**src/hw/rtl/stk_pkg.sv**
```systemverilog
// ----------------------------------------------------------------------------
// stk_pkg: shared types and constants of the script tokenizer
// Payload structs, result kinds, action codes, scan modes and the
// character codes that the lexer looks for.
// ----------------------------------------------------------------------------
package stk_pkg;

   // input actions
   localparam logic [1:0] ACT_BYTE   = 2'd0;
   localparam logic [1:0] ACT_REWIND = 2'd1;
   localparam logic [1:0] ACT_SKIP   = 2'd2;

   // character codes
   localparam logic [7:0] CH_NL     = 8'h0A;
   localparam logic [7:0] CH_SPACE  = 8'h20;
   localparam logic [7:0] CH_QUOTE  = 8'h22;
   localparam logic [7:0] CH_LPAREN = 8'h28;
   localparam logic [7:0] CH_RPAREN = 8'h29;
   localparam logic [7:0] CH_STAR   = 8'h2A;
   localparam logic [7:0] CH_COMMA  = 8'h2C;
   localparam logic [7:0] CH_SLASH  = 8'h2F;
   localparam logic [7:0] CH_SEMI   = 8'h3B;

   // CSR map
   localparam logic REG_CROSS_LINE = 1'b0;

   // queue between lexer and output stage
   localparam int QUEUE_DEPTH = 4;

   typedef enum logic [2:0] {
      KIND_CHAR    = 3'd0,
      KIND_END     = 3'd1,
      KIND_NOLINE  = 3'd2,
      KIND_LONG    = 3'd3,
      KIND_CROSSED = 3'd4
   } kind_type;

   typedef enum logic [2:0] {
      MODE_SKIP     = 3'd0,
      MODE_PLAIN    = 3'd1,
      MODE_QUOTE    = 3'd2,
      MODE_LCOMMENT = 3'd3,
      MODE_BCOMMENT = 3'd4,
      MODE_DPLAIN   = 3'd5,
      MODE_DQUOTE   = 3'd6,
      MODE_SKIPLINE = 3'd7
   } mode_type;

   typedef struct packed {
      logic [1:0] action;
      logic [7:0] text_byte;
      logic       end_of_buffer;
   } req_type;

   typedef struct packed {
      kind_type    kind;
      logic [7:0]  token_char;
      logic        has_char;
      logic [15:0] line_number;
      logic        last_of_step;
   } rsp_type;

   // one queued word: one or two results of a single input word
   typedef struct packed {
      logic    pair;
      rsp_type first;
      rsp_type second;
   } entry_type;

   function automatic logic is_sep(input logic [7:0] b);
      return (b <= CH_SPACE) || (b == CH_SEMI) || (b == CH_COMMA);
   endfunction

endpackage

```
**src/hw/rtl/script_tokenizer_core.sv**
```systemverilog
// Each result passes through the result queue and then the output register.
// Throughput: one input word per cycle while the result queue has room; the
// output register sends one result per cycle while rsp_ready is high, so
// the four-word result queue absorbs words that yield two results.
// Reset: synchronous, clears scan state, line count and queue; cross_line = 1.
// ----------------------------------------------------------------------------
// script_tokenizer_core: streaming script lexer
// Lexer front end, result queue and output stage, plus the CSR port.
// ----------------------------------------------------------------------------
module script_tokenizer_core #(
   parameter int MAX_TOKEN_LEN = 256,
   parameter int LINE_WIDTH    = 16
) (
   input  logic             clock,
   input  logic             reset,
   input  logic             req_valid,
   output logic             req_ready,
   input  stk_pkg::req_type req_data,
   output logic             rsp_valid,
   input  logic             rsp_ready,
   output stk_pkg::rsp_type rsp_data,
   input  logic             psel,
   input  logic             penable,
   input  logic             pwrite,
   input  logic [2:0]       paddr,
   input  logic [31:0]      pwdata,
   output logic [31:0]      prdata,
   output logic             pready
);
   import stk_pkg::*;

   logic      cross_ff;
   logic      q_full;
   logic      q_push;
   entry_type q_entry;
   logic      head_valid;
   entry_type head_entry;
   logic      pop;

   // CSR port
   assign pready = 1'b1;
   assign prdata = (paddr[2] == REG_CROSS_LINE) ? {31'd0, cross_ff} : 32'd0;

   always_ff @(posedge clock) begin
      if (reset) begin
         cross_ff <= 1'b1;
      end else if (psel && penable && pwrite && paddr[2] == REG_CROSS_LINE) begin
         cross_ff <= pwdata[0];
      end
   end

   stk_front #(
      .MAX_TOKEN_LEN(MAX_TOKEN_LEN),
      .LINE_WIDTH   (LINE_WIDTH)
   ) u_front (
      .clock     (clock),
      .reset     (reset),
      .req_valid (req_valid),
      .req_ready (req_ready),
      .req_data  (req_data),
      .cross_line(cross_ff),
      .q_full    (q_full),
      .q_push    (q_push),
      .q_entry   (q_entry)
   );

   stk_queue u_queue (
      .clock     (clock),
      .reset     (reset),
      .push      (q_push),
      .push_entry(q_entry),
      .full      (q_full),
      .head_valid(head_valid),
      .head_entry(head_entry),
      .pop       (pop)
   );

   stk_back u_back (
      .clock     (clock),
      .reset     (reset),
      .head_valid(head_valid),
      .head_entry(head_entry),
      .pop       (pop),
      .rsp_valid (rsp_valid),
      .rsp_ready (rsp_ready),
      .rsp_data  (rsp_data)
   );

endmodule

```
**src/hw/rtl/stk_front.sv**
```systemverilog
// ----------------------------------------------------------------------------
// stk_front: lexer front end
// Takes one input word per cycle while the queue is not full, updates the
// scan state and queues the results, none, one or two, that the word causes.
// ----------------------------------------------------------------------------
module stk_front #(
   parameter int MAX_TOKEN_LEN = 256,
   parameter int LINE_WIDTH    = 16
) (
   input  logic               clock,
   input  logic               reset,
   input  logic               req_valid,
   output logic               req_ready,
   input  stk_pkg::req_type   req_data,
   input  logic               cross_line,
   input  logic               q_full,
   output logic               q_push,
   output stk_pkg::entry_type q_entry
);
   import stk_pkg::*;

   localparam int LC_W = (LINE_WIDTH < 16) ? LINE_WIDTH : 16;
   localparam int TC_W = $clog2(MAX_TOKEN_LEN);
   localparam logic [TC_W-1:0] TC_LAST = TC_W'(MAX_TOKEN_LEN - 1);

   mode_type        mode_ff, mode_in;
   logic            slash_ff, slash_in;
   logic            paren_ff, paren_in;
   logic            star_ff, star_in;
   logic            cerr_ff, cerr_in;
   logic [TC_W-1:0] tc_ff, tc_in;
   logic [LC_W-1:0] lc_ff, lc_in;

   rsp_type         res [2];
   logic [1:0]      n_res;
   logic            accept;

   assign req_ready = !q_full;
   assign accept    = req_valid && !q_full;

   // scan step
   always_comb begin
      logic [7:0] b;
      logic       eob;
      logic       sep;
      logic       nl;
      logic [7:0] closer;
      logic       do_plain;
      logic       do_append;
      mode_type   disc;

      b         = req_data.text_byte;
      eob       = req_data.end_of_buffer;
      sep       = is_sep(b);
      nl        = (b == CH_NL);
      closer    = paren_ff ? CH_RPAREN : CH_QUOTE;
      do_plain  = 1'b0;
      do_append = 1'b0;
      disc      = MODE_DPLAIN;

      mode_in  = mode_ff;
      slash_in = slash_ff;
      paren_in = paren_ff;
      star_in  = star_ff;
      cerr_in  = cerr_ff;
      tc_in    = tc_ff;
      lc_in    = lc_ff;
      n_res    = 2'd0;
      res[0]   = '0;
      res[1]   = '0;

      unique case (req_data.action)
         ACT_BYTE: begin
            unique case (mode_ff)
               MODE_SKIP: begin
                  if (slash_ff) begin
                     slash_in = 1'b0;
                     if (b == CH_SLASH) begin
                        mode_in = MODE_LCOMMENT;
                     end else if (b == CH_STAR) begin
                        mode_in = MODE_BCOMMENT;
                        star_in = 1'b0;
                        cerr_in = 1'b0;
                     end else begin
                        // lone slash becomes the first token char
                        mode_in = MODE_PLAIN;
                        tc_in   = TC_W'(1);
                        res[n_res[0]] = '{KIND_CHAR, CH_SLASH, 1'b1, 16'(lc_in), 1'b0};
                        n_res   = n_res + 2'd1;
                        do_plain = 1'b1;
                     end
                  end else if (sep) begin
                     if (nl) begin
                        if (lc_in != '1) lc_in = lc_in + 1'b1;
                        if (!cross_line) begin
                           res[n_res[0]] = '{KIND_NOLINE, 8'd0, 1'b0, 16'(lc_in), 1'b0};
                           n_res = n_res + 2'd1;
                        end
                     end
                  end else if (b == CH_SLASH) begin
                     if (eob) begin
                        res[n_res[0]] = '{KIND_END, CH_SLASH, 1'b1, 16'(lc_in), 1'b0};
                        n_res = n_res + 2'd1;
                     end else begin
                        slash_in = 1'b1;
                     end
                  end else if (b == CH_QUOTE || b == CH_LPAREN) begin
                     mode_in  = MODE_QUOTE;
                     paren_in = (b == CH_LPAREN);
                     tc_in    = '0;
                     if (eob) begin
                        res[n_res[0]] = '{KIND_END, 8'd0, 1'b0, 16'(lc_in), 1'b0};
                        n_res = n_res + 2'd1;
                     end
                  end else begin
                     mode_in  = MODE_PLAIN;
                     tc_in    = '0;
                     do_plain = 1'b1;
                  end
               end
               MODE_PLAIN: begin
                  do_plain = 1'b1;
               end
               MODE_QUOTE: begin
                  if (b == closer) begin
                     res[n_res[0]] = '{KIND_END, 8'd0, 1'b0, 16'(lc_in), 1'b0};
                     n_res   = n_res + 2'd1;
                     mode_in = MODE_SKIP;
                  end else begin
                     do_append = 1'b1;
                     disc      = MODE_DQUOTE;
                  end
               end
               MODE_LCOMMENT: begin
                  if (nl) begin
                     if (lc_in != '1) lc_in = lc_in + 1'b1;
                     mode_in = MODE_SKIP;
                     if (!cross_line) begin
                        res[n_res[0]] = '{KIND_NOLINE, 8'd0, 1'b0, 16'(lc_in), 1'b0};
                        n_res = n_res + 2'd1;
                     end
                  end
               end
               MODE_BCOMMENT: begin
                  if (star_ff && b == CH_SLASH) begin
                     mode_in = MODE_SKIP;
                     star_in = 1'b0;
                     if (cerr_ff) begin
                        res[n_res[0]] = '{KIND_CROSSED, 8'd0, 1'b0, 16'(lc_in), 1'b0};
                        n_res = n_res + 2'd1;
                     end
                     cerr_in = 1'b0;
                  end else begin
                     star_in = (b == CH_STAR);
                     if (nl) begin
                        if (lc_in != '1) lc_in = lc_in + 1'b1;
                        if (!cross_line) cerr_in = 1'b1;
                     end
                  end
               end
               MODE_DPLAIN: begin
                  if (sep) begin
                     if (nl && lc_in != '1) lc_in = lc_in + 1'b1;
                     mode_in = MODE_SKIP;
                  end
               end
               MODE_DQUOTE: begin
                  if (b == closer) mode_in = MODE_SKIP;
               end
               MODE_SKIPLINE: begin
                  if (nl) begin
                     if (lc_in != '1) lc_in = lc_in + 1'b1;
                     mode_in = MODE_SKIP;
                  end else if (eob) begin
                     if (lc_in != '1) lc_in = lc_in + 1'b1;
                  end
               end
            endcase

            // plain token byte: separator ends it, else append
            if (do_plain) begin
               if (sep) begin
                  if (nl && lc_in != '1) lc_in = lc_in + 1'b1;
                  res[n_res[0]] = '{KIND_END, 8'd0, 1'b0, 16'(lc_in), 1'b0};
                  n_res   = n_res + 2'd1;
                  mode_in = MODE_SKIP;
               end else begin
                  do_append = 1'b1;
                  disc      = MODE_DPLAIN;
               end
            end

            // append with length check
            if (do_append) begin
               if (tc_in >= TC_LAST) begin
                  res[n_res[0]] = '{KIND_LONG, 8'd0, 1'b0, 16'(lc_in), 1'b0};
                  n_res   = n_res + 2'd1;
                  mode_in = disc;
               end else begin
                  tc_in = tc_in + 1'b1;
                  res[n_res[0]] = '{(eob ? KIND_END : KIND_CHAR), b, 1'b1, 16'(lc_in), 1'b0};
                  n_res = n_res + 2'd1;
                  if (eob) mode_in = MODE_SKIP;
               end
            end

            // end of buffer closes everything
            if (eob) begin
               mode_in  = MODE_SKIP;
               slash_in = 1'b0;
               star_in  = 1'b0;
               cerr_in  = 1'b0;
               tc_in    = '0;
            end
         end
         ACT_REWIND: begin
            mode_in  = MODE_SKIP;
            slash_in = 1'b0;
            paren_in = 1'b0;
            star_in  = 1'b0;
            cerr_in  = 1'b0;
            tc_in    = '0;
            lc_in    = '0;
         end
         ACT_SKIP: begin
            if (slash_ff) begin
               res[0] = '{KIND_END, CH_SLASH, 1'b1, 16'(lc_ff), 1'b0};
               n_res  = 2'd1;
            end else if (mode_ff == MODE_PLAIN || mode_ff == MODE_QUOTE) begin
               res[0] = '{KIND_END, 8'd0, 1'b0, 16'(lc_ff), 1'b0};
               n_res  = 2'd1;
            end
            mode_in  = MODE_SKIPLINE;
            slash_in = 1'b0;
            star_in  = 1'b0;
            cerr_in  = 1'b0;
            tc_in    = '0;
         end
         default: begin
            // unused action: no effect
         end
      endcase
   end

   // queue word
   always_comb begin
      q_push                = accept && (n_res != 2'd0);
      q_entry.pair          = n_res[1];
      q_entry.first         = res[0];
      q_entry.second        = res[1];
      q_entry.first.last_of_step  = !n_res[1];
      q_entry.second.last_of_step = 1'b1;
   end

   // scan state
   always_ff @(posedge clock) begin
      if (reset) begin
         mode_ff  <= MODE_SKIP;
         slash_ff <= 1'b0;
         paren_ff <= 1'b0;
         star_ff  <= 1'b0;
         cerr_ff  <= 1'b0;
         tc_ff    <= '0;
         lc_ff    <= '0;
      end else if (accept) begin
         mode_ff  <= mode_in;
         slash_ff <= slash_in;
         paren_ff <= paren_in;
         star_ff  <= star_in;
         cerr_ff  <= cerr_in;
         tc_ff    <= tc_in;
         lc_ff    <= lc_in;
      end
   end

endmodule

```
**src/hw/rtl/stk_queue.sv**
```systemverilog
// ----------------------------------------------------------------------------
// stk_queue: result queue
// Small register FIFO that holds result words between lexer and output.
// ----------------------------------------------------------------------------
module stk_queue (
   input  logic               clock,
   input  logic               reset,
   input  logic               push,
   input  stk_pkg::entry_type push_entry,
   output logic               full,
   output logic               head_valid,
   output stk_pkg::entry_type head_entry,
   input  logic               pop
);
   import stk_pkg::*;

   localparam int PTR_W = $clog2(QUEUE_DEPTH);
   localparam int CNT_W = $clog2(QUEUE_DEPTH + 1);

   entry_type        mem_ff [QUEUE_DEPTH];
   logic [PTR_W-1:0] wr_ff, wr_in;
   logic [PTR_W-1:0] rd_ff, rd_in;
   logic [CNT_W-1:0] cnt_ff, cnt_in;
   logic             do_push;
   logic             do_pop;

   assign full       = (cnt_ff == CNT_W'(QUEUE_DEPTH));
   assign head_valid = (cnt_ff != '0);
   assign head_entry = mem_ff[rd_ff];
   assign do_push    = push && !full;
   assign do_pop     = pop && head_valid;

   // pointer and count update
   always_comb begin
      wr_in  = wr_ff;
      rd_in  = rd_ff;
      cnt_in = cnt_ff;
      if (do_push) begin
         wr_in = (wr_ff == PTR_W'(QUEUE_DEPTH - 1)) ? '0 : wr_ff + 1'b1;
      end
      if (do_pop) begin
         rd_in = (rd_ff == PTR_W'(QUEUE_DEPTH - 1)) ? '0 : rd_ff + 1'b1;
      end
      if (do_push && !do_pop) cnt_in = cnt_ff + 1'b1;
      else if (do_pop && !do_push) cnt_in = cnt_ff - 1'b1;
   end

   always_ff @(posedge clock) begin
      if (reset) begin
         wr_ff  <= '0;
         rd_ff  <= '0;
         cnt_ff <= '0;
      end else begin
         wr_ff  <= wr_in;
         rd_ff  <= rd_in;
         cnt_ff <= cnt_in;
      end
   end

   // storage, no reset
   always_ff @(posedge clock) begin
      if (do_push) mem_ff[wr_ff] <= push_entry;
   end

endmodule

```
**src/hw/rtl/stk_back.sv**
```systemverilog
// ----------------------------------------------------------------------------
// stk_back: result output stage
// Splits each queued word into its results and drives them through an
// output register, one result per cycle while the receiver is ready.
// ----------------------------------------------------------------------------
module stk_back (
   input  logic               clock,
   input  logic               reset,
   input  logic               head_valid,
   input  stk_pkg::entry_type head_entry,
   output logic               pop,
   output logic               rsp_valid,
   input  logic               rsp_ready,
   output stk_pkg::rsp_type   rsp_data
);
   import stk_pkg::*;

   logic    valid_ff, valid_in;
   rsp_type data_ff, data_in;
   logic    sel_ff, sel_in;
   logic    load;

   assign rsp_valid = valid_ff;
   assign rsp_data  = data_ff;

   // load when the output register is free or being taken
   always_comb begin
      load     = head_valid && (!valid_ff || rsp_ready);
      valid_in = valid_ff;
      data_in  = data_ff;
      sel_in   = sel_ff;
      pop      = 1'b0;
      if (valid_ff && rsp_ready) valid_in = 1'b0;
      if (load) begin
         valid_in = 1'b1;
         data_in  = sel_ff ? head_entry.second : head_entry.first;
         if (sel_ff || !head_entry.pair) begin
            pop    = 1'b1;
            sel_in = 1'b0;
         end else begin
            sel_in = 1'b1;
         end
      end
   end

   always_ff @(posedge clock) begin
      if (reset) begin
         valid_ff <= 1'b0;
         sel_ff   <= 1'b0;
      end else begin
         valid_ff <= valid_in;
         sel_ff   <= sel_in;
      end
   end

   always_ff @(posedge clock) begin
      data_ff <= data_in;
   end

endmodule

```
**config.mk**
```make
export PLATFORM = sky130hd
export DESIGN_NAME = script_tokenizer_core
export DESIGN_NICKNAME = d
export VERILOG_FILES = /design/src/hw/rtl/stk_pkg.sv /design/src/hw/rtl/script_tokenizer_core.sv /design/src/hw/rtl/stk_front.sv /design/src/hw/rtl/stk_queue.sv /design/src/hw/rtl/stk_back.sv
export SDC_FILE = /design/constraint.sdc
export NUM_CORES = 1
export LEC_CHECK = 0
export ABC_AREA = 1
export BUFFER_PORTS_ARGS = -buffer_cell sky130_fd_sc_hd__clkbuf_2
export CAP_MARGIN = 20
export CORE_MARGIN = 5
export CORE_UTILIZATION = 30
export DETAILED_ROUTE_END_ITERATION = 8
export GPL_TIMING_DRIVEN = 1
export PLACE_DENSITY = 0.57
export SETUP_SLACK_MARGIN = 0.15
export SLEW_MARGIN = 5
export SYNTH_ARGS = -nofsm -noshare
export SYNTH_HDL_FRONTEND = slang
export SYNTH_SLANG_ARGS = --single-unit
```
**constraint.sdc**
```tcl
create_clock -name clock -period 6 [get_ports clock]
set_clock_uncertainty 0.2 [all_clocks]
set_input_delay 0.6 -clock clock [delete_from_list [all_inputs] [get_ports clock]]
set_output_delay 0.6 -clock clock [all_outputs]
set_load 0.005 [all_outputs]
```
Word-level counts from Yosys, hierarchy flattened
Memory sizes are Yosys's and may differ from the RTL's. A register that Yosys moved wholly into a read port is not among the register bits.
Index checks and enable logic that the tools add are counted.
{ "totals": {"memories": 1, "out_inout_bits": 64, "wordCells": 276, "reg_bits": 70, "input_bits": 53, "mem_bits_rw": 232} }
{ "classes": {"reduce_logical": 47, "n_addsub": 9, "n_mux": 158, "n_eq_ne": 34, "n_lt_le_gt_ge": 6, "n_bitwise": 3} }
{ "mem_list": {"columns": ["memory", "depth", "width", "read_ports", "rd_clocked_by_memory_dff", "write_ports", "line", "rtl"], "rows": [
  ["u_queue.mem_ff", 4, 58, 1, 1, 1, "stk_queue.sv:20", "entry_type mem_ff [QUEUE_DEPTH];"]
]} }
{ "ops": {"columns": ["operator", "n"], "rows": [
  ["$mux 29", 13],
  ["$mux 58", 5],
  ["$mux 16", 17],
  ["$bwmux 58", 3],
  ["$pmux 29 s4", 1],
  ["$mux 27", 4],
  ["$mux 8", 10],
  ["$pmux 16 s5", 1],
  ["$demux 29 s1", 2],
  ["$pmux 29 s2", 1],
  ["$mux 3", 19],
  ["$mux 28", 2],
  ["$mux 1", 49],
  ["$eq 8x6->1 const B", 6],
  ["$add 16x1->16 const B", 2],
  ["$mux 2", 16],
  ["$ne 16x16->1 const B", 2],
  ["$pmux 16 s2", 1],
  ["$mux 24", 1],
  ["$logic_and 1x1->1", 16],
  ["$pmux 8 s2", 1],
  ["$eq 3x3->1 const B", 5],
  ["$pmux 3 s5", 1],
  ["$pmux 1 s2", 7],
  ["other kinds (39)", 72]
]} }

Logic depth before layout (Yosys ltp)
{ "logic_depth": {"word_depth": 22, "depth_mapped": 33, "depth_no_buf": 32} }

Cells and area by module
A second synthesis with hierarchy kept.
{ "unflattened": {"cells_unflattened": 1977, "area_unflattened_um2": 16868.7} }
{ "by_module_without_submodules": {"columns": ["module", "seq_area_each_um2", "n_inst", "area_each_um2", "cells_each"], "rows": [
  ["stk_queue", 7267.0, 1, 9217.6, 640],
  ["stk_front", 620.6, 1, 6008.3, 1154],
  ["stk_back", 910.9, 1, 1328.8, 137],
  ["script_tokenizer_core", 20.0, 1, 314.1, 46]
]} }

Least setup slack after synthesis
Ideal clock, no wire load.
{ "synth_path": {"path_kind": "input-to-reg", "startpoint": "in req_data[7] (netlist bit)", "endpoint": "mem u_queue.mem_ff[0][0] (netlist bit) (enable)", "path_slack_ns": -0.517, "path_buffers": 3, "path_stages": 23, "setup_time_ns": 0.472, "required_time_ns": 5.328, "arrival_ns": 5.845, "cell_sequence": "inv_1 -> nand2_1 -> nor2_1 -> nand2_2 -> buf_6 -> buf_6 -> nor2_2 -> inv_2 -> nor2_1 -> nand2_2 -> clkinv_2 -> nor2_2 -> clkinv_1 -> ha_1 -> nand2_1 -> o21ai_4 -> inv_2 -> clkbuf_1 -> ha_1 -> o21ai_0 -> nand3_1 -> nand2_2 -> nor2_1"} }
{ "synth_between": {"elab_chain_len": 20, "elab_cells_between_ends": 49, "cone_classes": "2 x add/sub; 1 x order compare; 8 x eq/ne; 31 x mux; 7 x reduce/logical"} }
{ "synth_rtl": {"columns": ["element", "line", "rtl"], "rows": [
  ["start, declared", "script_tokenizer_core.sv:18", "input stk_pkg::req_type req_data,"],
  ["parallel branches: the longest is 13 deep, another holds $le 8x6->1", null, null],
  ["$mux 2 (*)", "stk_front.sv:194", "if (do_append) begin"],
  ["$pmux 2 s2 (*)", "stk_front.sv:72", "unique case (req_data.action)"],
  ["$reduce_bool 2->1 (*)", "stk_front.sv:247", "q_push = accept && (n_res != 2'd0);"],
  ["$logic_and 1x1->1 (*)", "stk_front.sv:247", null],
  ["$logic_and 1x1->1 (*)", "stk_queue.sv:30", "assign do_push = push && !full;"],
  ["$mux 1 (*)", "stk_queue.sv:62", "if (do_push) mem_ff[wr_ff] <= push_entry;"],
  ["$mux 1 (implied by the code) (*)", "stk_queue.sv:62", null],
  ["end, declared", "stk_queue.sv:20", null]
]} }
Mark *: on every way between the ends. The select of a mux whose other input is x is not followed.

Worst setup path after layout
{ "layout_path": {"startpoint": "reg u_front.mode_ff[1]", "endpoint": "reg u_queue.cnt_ff[1]"} }
{ "layout_between": {"elab_cells_between_ends": 31, "cone_classes": "2 x add/sub; 4 x eq/ne; 16 x mux; 9 x reduce/logical"} }
{ "layout_lines": {"columns": ["element", "line", "rtl"], "rows": [
  ["start, declared", "stk_front.sv:26", "mode_type mode_ff, mode_in;"],
  ["start signal, assigned", "stk_front.sv:266", "mode_ff <= mode_in;"],
  ["$eq 3x3->1, or another cell as far along", "stk_front.sv:74", "unique case (mode_ff)"],
  ["$pmux 2 s4", "stk_front.sv:74", null],
  ["$mux 2", "stk_front.sv:72", null],
  ["$add 2x1->2", "stk_front.sv:185", "n_res = n_res + 2'd1;"],
  ["$mux 2", "stk_front.sv:182", "if (sep) begin"],
  ["$mux 2", "stk_front.sv:181", "if (do_plain) begin"],
  ["$mux 2", "stk_front.sv:72", null],
  ["$add 2x1->2", "stk_front.sv:197, stk_front.sv:202", null],
  ["$mux 2", "stk_front.sv:194", null],
  ["$pmux 2 s2 (*)", "stk_front.sv:72", null],
  ["$reduce_bool 2->1 (*)", "stk_front.sv:247", null],
  ["$logic_and 1x1->1 (*)", "stk_front.sv:247", null],
  ["$logic_and 1x1->1 (*)", "stk_queue.sv:30", null],
  ["named net u_queue.do_push", "stk_queue.sv:24", "logic do_push;"],
  ["$logic_and 1x1->1 (*)", "stk_queue.sv:44", "if (do_push && !do_pop) cnt_in = cnt_ff + 1'b1;"],
  ["$mux 3 (*)", "stk_queue.sv:44", null],
  ["named net u_queue.cnt_in[1]", "stk_queue.sv:23", "logic [CNT_W-1:0] cnt_ff, cnt_in;"],
  ["end signal, assigned", "stk_queue.sv:56", "cnt_ff <= cnt_in;"],
  ["end, declared", "stk_queue.sv:23", null]
]} }
The timed path passes the listed nets; every way through them passes the cells marked *. The select of a mux whose other input is x is not followed.
A chain may end at the register's enable or synchronous reset.

==> reports/results.ini <==
[setup_path]
crit_arrival_ns = 5.22
critPathMaxStageDelay_ns = 0.61
cp_slowest_cell = dfxtp_1
end_kind = flop
required_ns = 6.26
r2r_start = u_front.mode_ff[1]
r2r_end = u_queue.cnt_ff[1]
crit_type = flop to flop
crit_top_cell = nand2_1
path_max_fanout = 11
r2r_cells = 23
critPathLaunch = u_front.mode_ff[1]
ff2ff_setup_slack_ns = 1.05
crit_path_cell_trace = nor2_4 -> nand2_1 -> nor2_1 -> nand2_1 -> nand2_1 -> nand2_2 -> clkinv_2 -> nor2_2 -> clkinv_1 -> ha_1 -> nand2_1 -> o21ai_4 -> inv_2 -> ha_1 -> o21ai_0 -> nand3_1 -> nand2_2 -> inv_1 -> ha_1 -> inv_1 -> fa_1 -> o21ai_0 -> a21oi_1
worstSetupStartpointType = flop

[finish]
multiInputGateArea_um2 = 6725
stdcell_area_um2 = 18460
nets = 2089
fill_cells = 5605
antenna_cells = 0
areaGrowthSynthToFinish_pct = 12.23
postLayoutCoreUtil_pct = 34.16
seqCellArea_um2 = 8583
drive_gt1_share_pct = 10.62

[clock_tree]
postCtsHoldBufs = 0
cts_resized = 0
cts_tree = yes
cts_buffer_depth = 3
numCtsBuffers = 30
clk_latency_ns = 0.57
htreeDepth = 1
cts_sinks = 300
clk_pin_slew_worst_paths_ns = 0.07
cts_setup_buffers = 0
cts_root_buf = clkbuf_16

[place]
place_area_um2 = 17480
gp_congestion = 0.9410
dp_slack_ns = 0.9361
portBuffers = 51
dp_hpwl_um = 34180

[sta]
hold_ws_ns = 0.04611
period_share_pct = 82.55
slew_violations = 0
rsz0062_at_grt = false
tightest_slew_ns = 1.028
slew_headroom_pct = 31.44
setup_tns_ns = 0
finalHoldViolations = 0
finalSetupViolations = 0
fmax_ghz = 0.2019
postLayoutSetupSlackWorst_ns = 1.047
period_needed_ns = 4.953

[routing]
drt_iter0_drc = 968
drtAntennaViolNets = 0
drt_first_pass_iters = 5
num_vias = 13810
wl_um = 50070
post-route-drc-count = 0
avgRoutedWirePerCell_um = 18.27
avgViaCountPerCell = 5.039

[synthesis]
synth-seq-cells = 300
synth_area_um2 = 16450
postSynthAreaPerCell_um2 = 8.302
synth_edf_count = 257
ys_warn_count = 0
synthTopCellsByArea = edfxtp_1, nand2_1, nor2_1, dfxtp_1, o21ai_0
synth.distinct_cells = 53
synth_top_area_share_pct = 46.92
synth_top_area_cell = edfxtp_1
netlist_instances = 1981
synth_most_common_cell = nand2_1
async_flop_share_pct = 0
synth_commonest_cells = nand2_1, nor2_1, edfxtp_1
seq_area_frac_synth_pct = 52.16
ys_dominant_reg_cell = edfxtp_1

[global_routing]
overflow = 0
grt_usage_pct = 16.39
antenna_found_initial = 0
grt_pass1_wl_um = 78180
grt_max_degree = 115
grt_pass1_vias = 13440

[power_and_ir_drop]
vdd_ir_drop_max_v = 0.0002143
powerDensity_nw_per_um2 = 349.0
leakagePower_nw = 7.401

[floorplanning]
row_count = 85
pin_count = 117
dieWidth_um = 244.1
fp.coreArea_um2 = 54030
floorplan.die_area_um2 = 59610
die_y_um = 244.1
start_util_pct = 30.44

[worst_hold_path]
whs_endpoint = cross_ff
holdCritPathClass = primary input to flop
whs_path_depth = 3
worstHoldStart = pwdata[0]

[status]
status = completed

[job]
cap_violations = 0

-- metrics by stage --
| step | total power [W] | cells |
|---|---|---|
| finish | 0.006441 | 2740 |
| detailed placement | 0.004689 | 2683 |
| CTS | 0.006508 | 2739 |
| global route | 0.006850 | 2740 |
| global placement | 0.004663 | 2683 |
| floorplan | 0.003988 | 2011 |
-- placed cells by master (no fill, tap or decap), types with 7 or more instances in the layout --
cell       Yosys  final
clkbuf_16      0     30
o22ai_1       30     30
nand2_1      438    438
a21oi_1       85     85
ha_1          15     15
nor2_4         6     10
conb_1         2     32
nor2_1       325    321
nand4_1       28     28
inv_1        150    148
nand3_1      142    142
nand2_2       17     17
buf_4         39     44
o211ai_1       8      8
nor3_1        11     11
clkbuf_1      58      8
edfxtp_1     257    257
inv_2         14     15
nor2_2        12     12
a31oi_1       37     36
clkinv_1       3      9
xor2_1        10     10
dfxtp_1       43     41
o21ai_0      170    170
a221oi_1       7      7
clkbuf_2       0     51
o21ai_1        8      7
-- how the worst max path moves through the flow --
| stage | slack [ns] | cells after the start | end |
|---|---|---|---|
| CTS | 1.06 | 23 | u_queue.cnt_ff[1] |
| floorplan | -0.52 | 23 | u_queue.mem_ff[0][0] |
| finish | 1.05 | 23 | u_queue.cnt_ff[1] |
| global placement | 1.02 | 27 | u_queue.cnt_ff[1] |
| detailed placement | 0.94 | 27 | u_queue.cnt_ff[1] |
| global route | 0.70 | 26 | u_queue.cnt_ff[2] |
-- layer usage --
layer	vias up	global-route usage (%)	wire, µm
met5	-	0	0
met4	0	4.995	1409
met3	80	1.965	2910
met2	385	27.27	23500
met1	6630	22.52	22240
li1	6713	-	-
-- registers in the layout (all words and copies together) (netlist names), 2 cells and up, named ones only --
signal           cells
u_queue.cnt_ff       3
u_queue.wr_ff        2
u_front.tc_ff        8
u_front.mode_ff      3
u_queue.rd_ff        2
u_front.lc_ff       16
u_queue.mem_ff     228
u_back.rsp_data     29
-- report_power, final --
group	switching [W]	leakage [nW]	internal, W
Sequential	0.0000982	2.79	0.00258
Combinational	0.00136	4.14	0.000594
Clock	0.000778	0.465	0.00103
Total	0.00223	7.40	0.00421
-- cell families (layout without fill, tap and decap cells) --
kind of cell    count (synthesis)  count (layout)  synth area share [%]
compound gates                362             362                 12.21
buf+inv                       291             324                 7.935
flops                         300             300                 52.16
xor+xnor                       10              10                0.5325
other cells                     2              32               0.04566
simple gates                 1000            1000                 25.86
fa+ha+maj                      16              16                 1.263
-- critical path: cells and delay by family (launching register included) --
| kind | cells | cell delay (ns) |
|---|---|---|
| and+or+nand+nor | 10 | 1.66 |
| adders and majority gates | 4 | 1.14 |
| AOI/OAI and AO/OA | 4 | 0.63 |
| DFF | 1 | 0.61 |
| buffers and inverters | 5 | 0.56 |
-- area by class of cell --
class,instances,share of cell area (%)
Clock buffer,40,4.379
Clock inverter,16,0.7863
Inverter,168,3.423
Multi-Input combinational cell,1420,36.44
Sequential cell,300,46.50
Tap cell,696,4.718
Timing Repair Buffer,100,3.755
No activity file was read; power rests on OpenSTA's default activity.
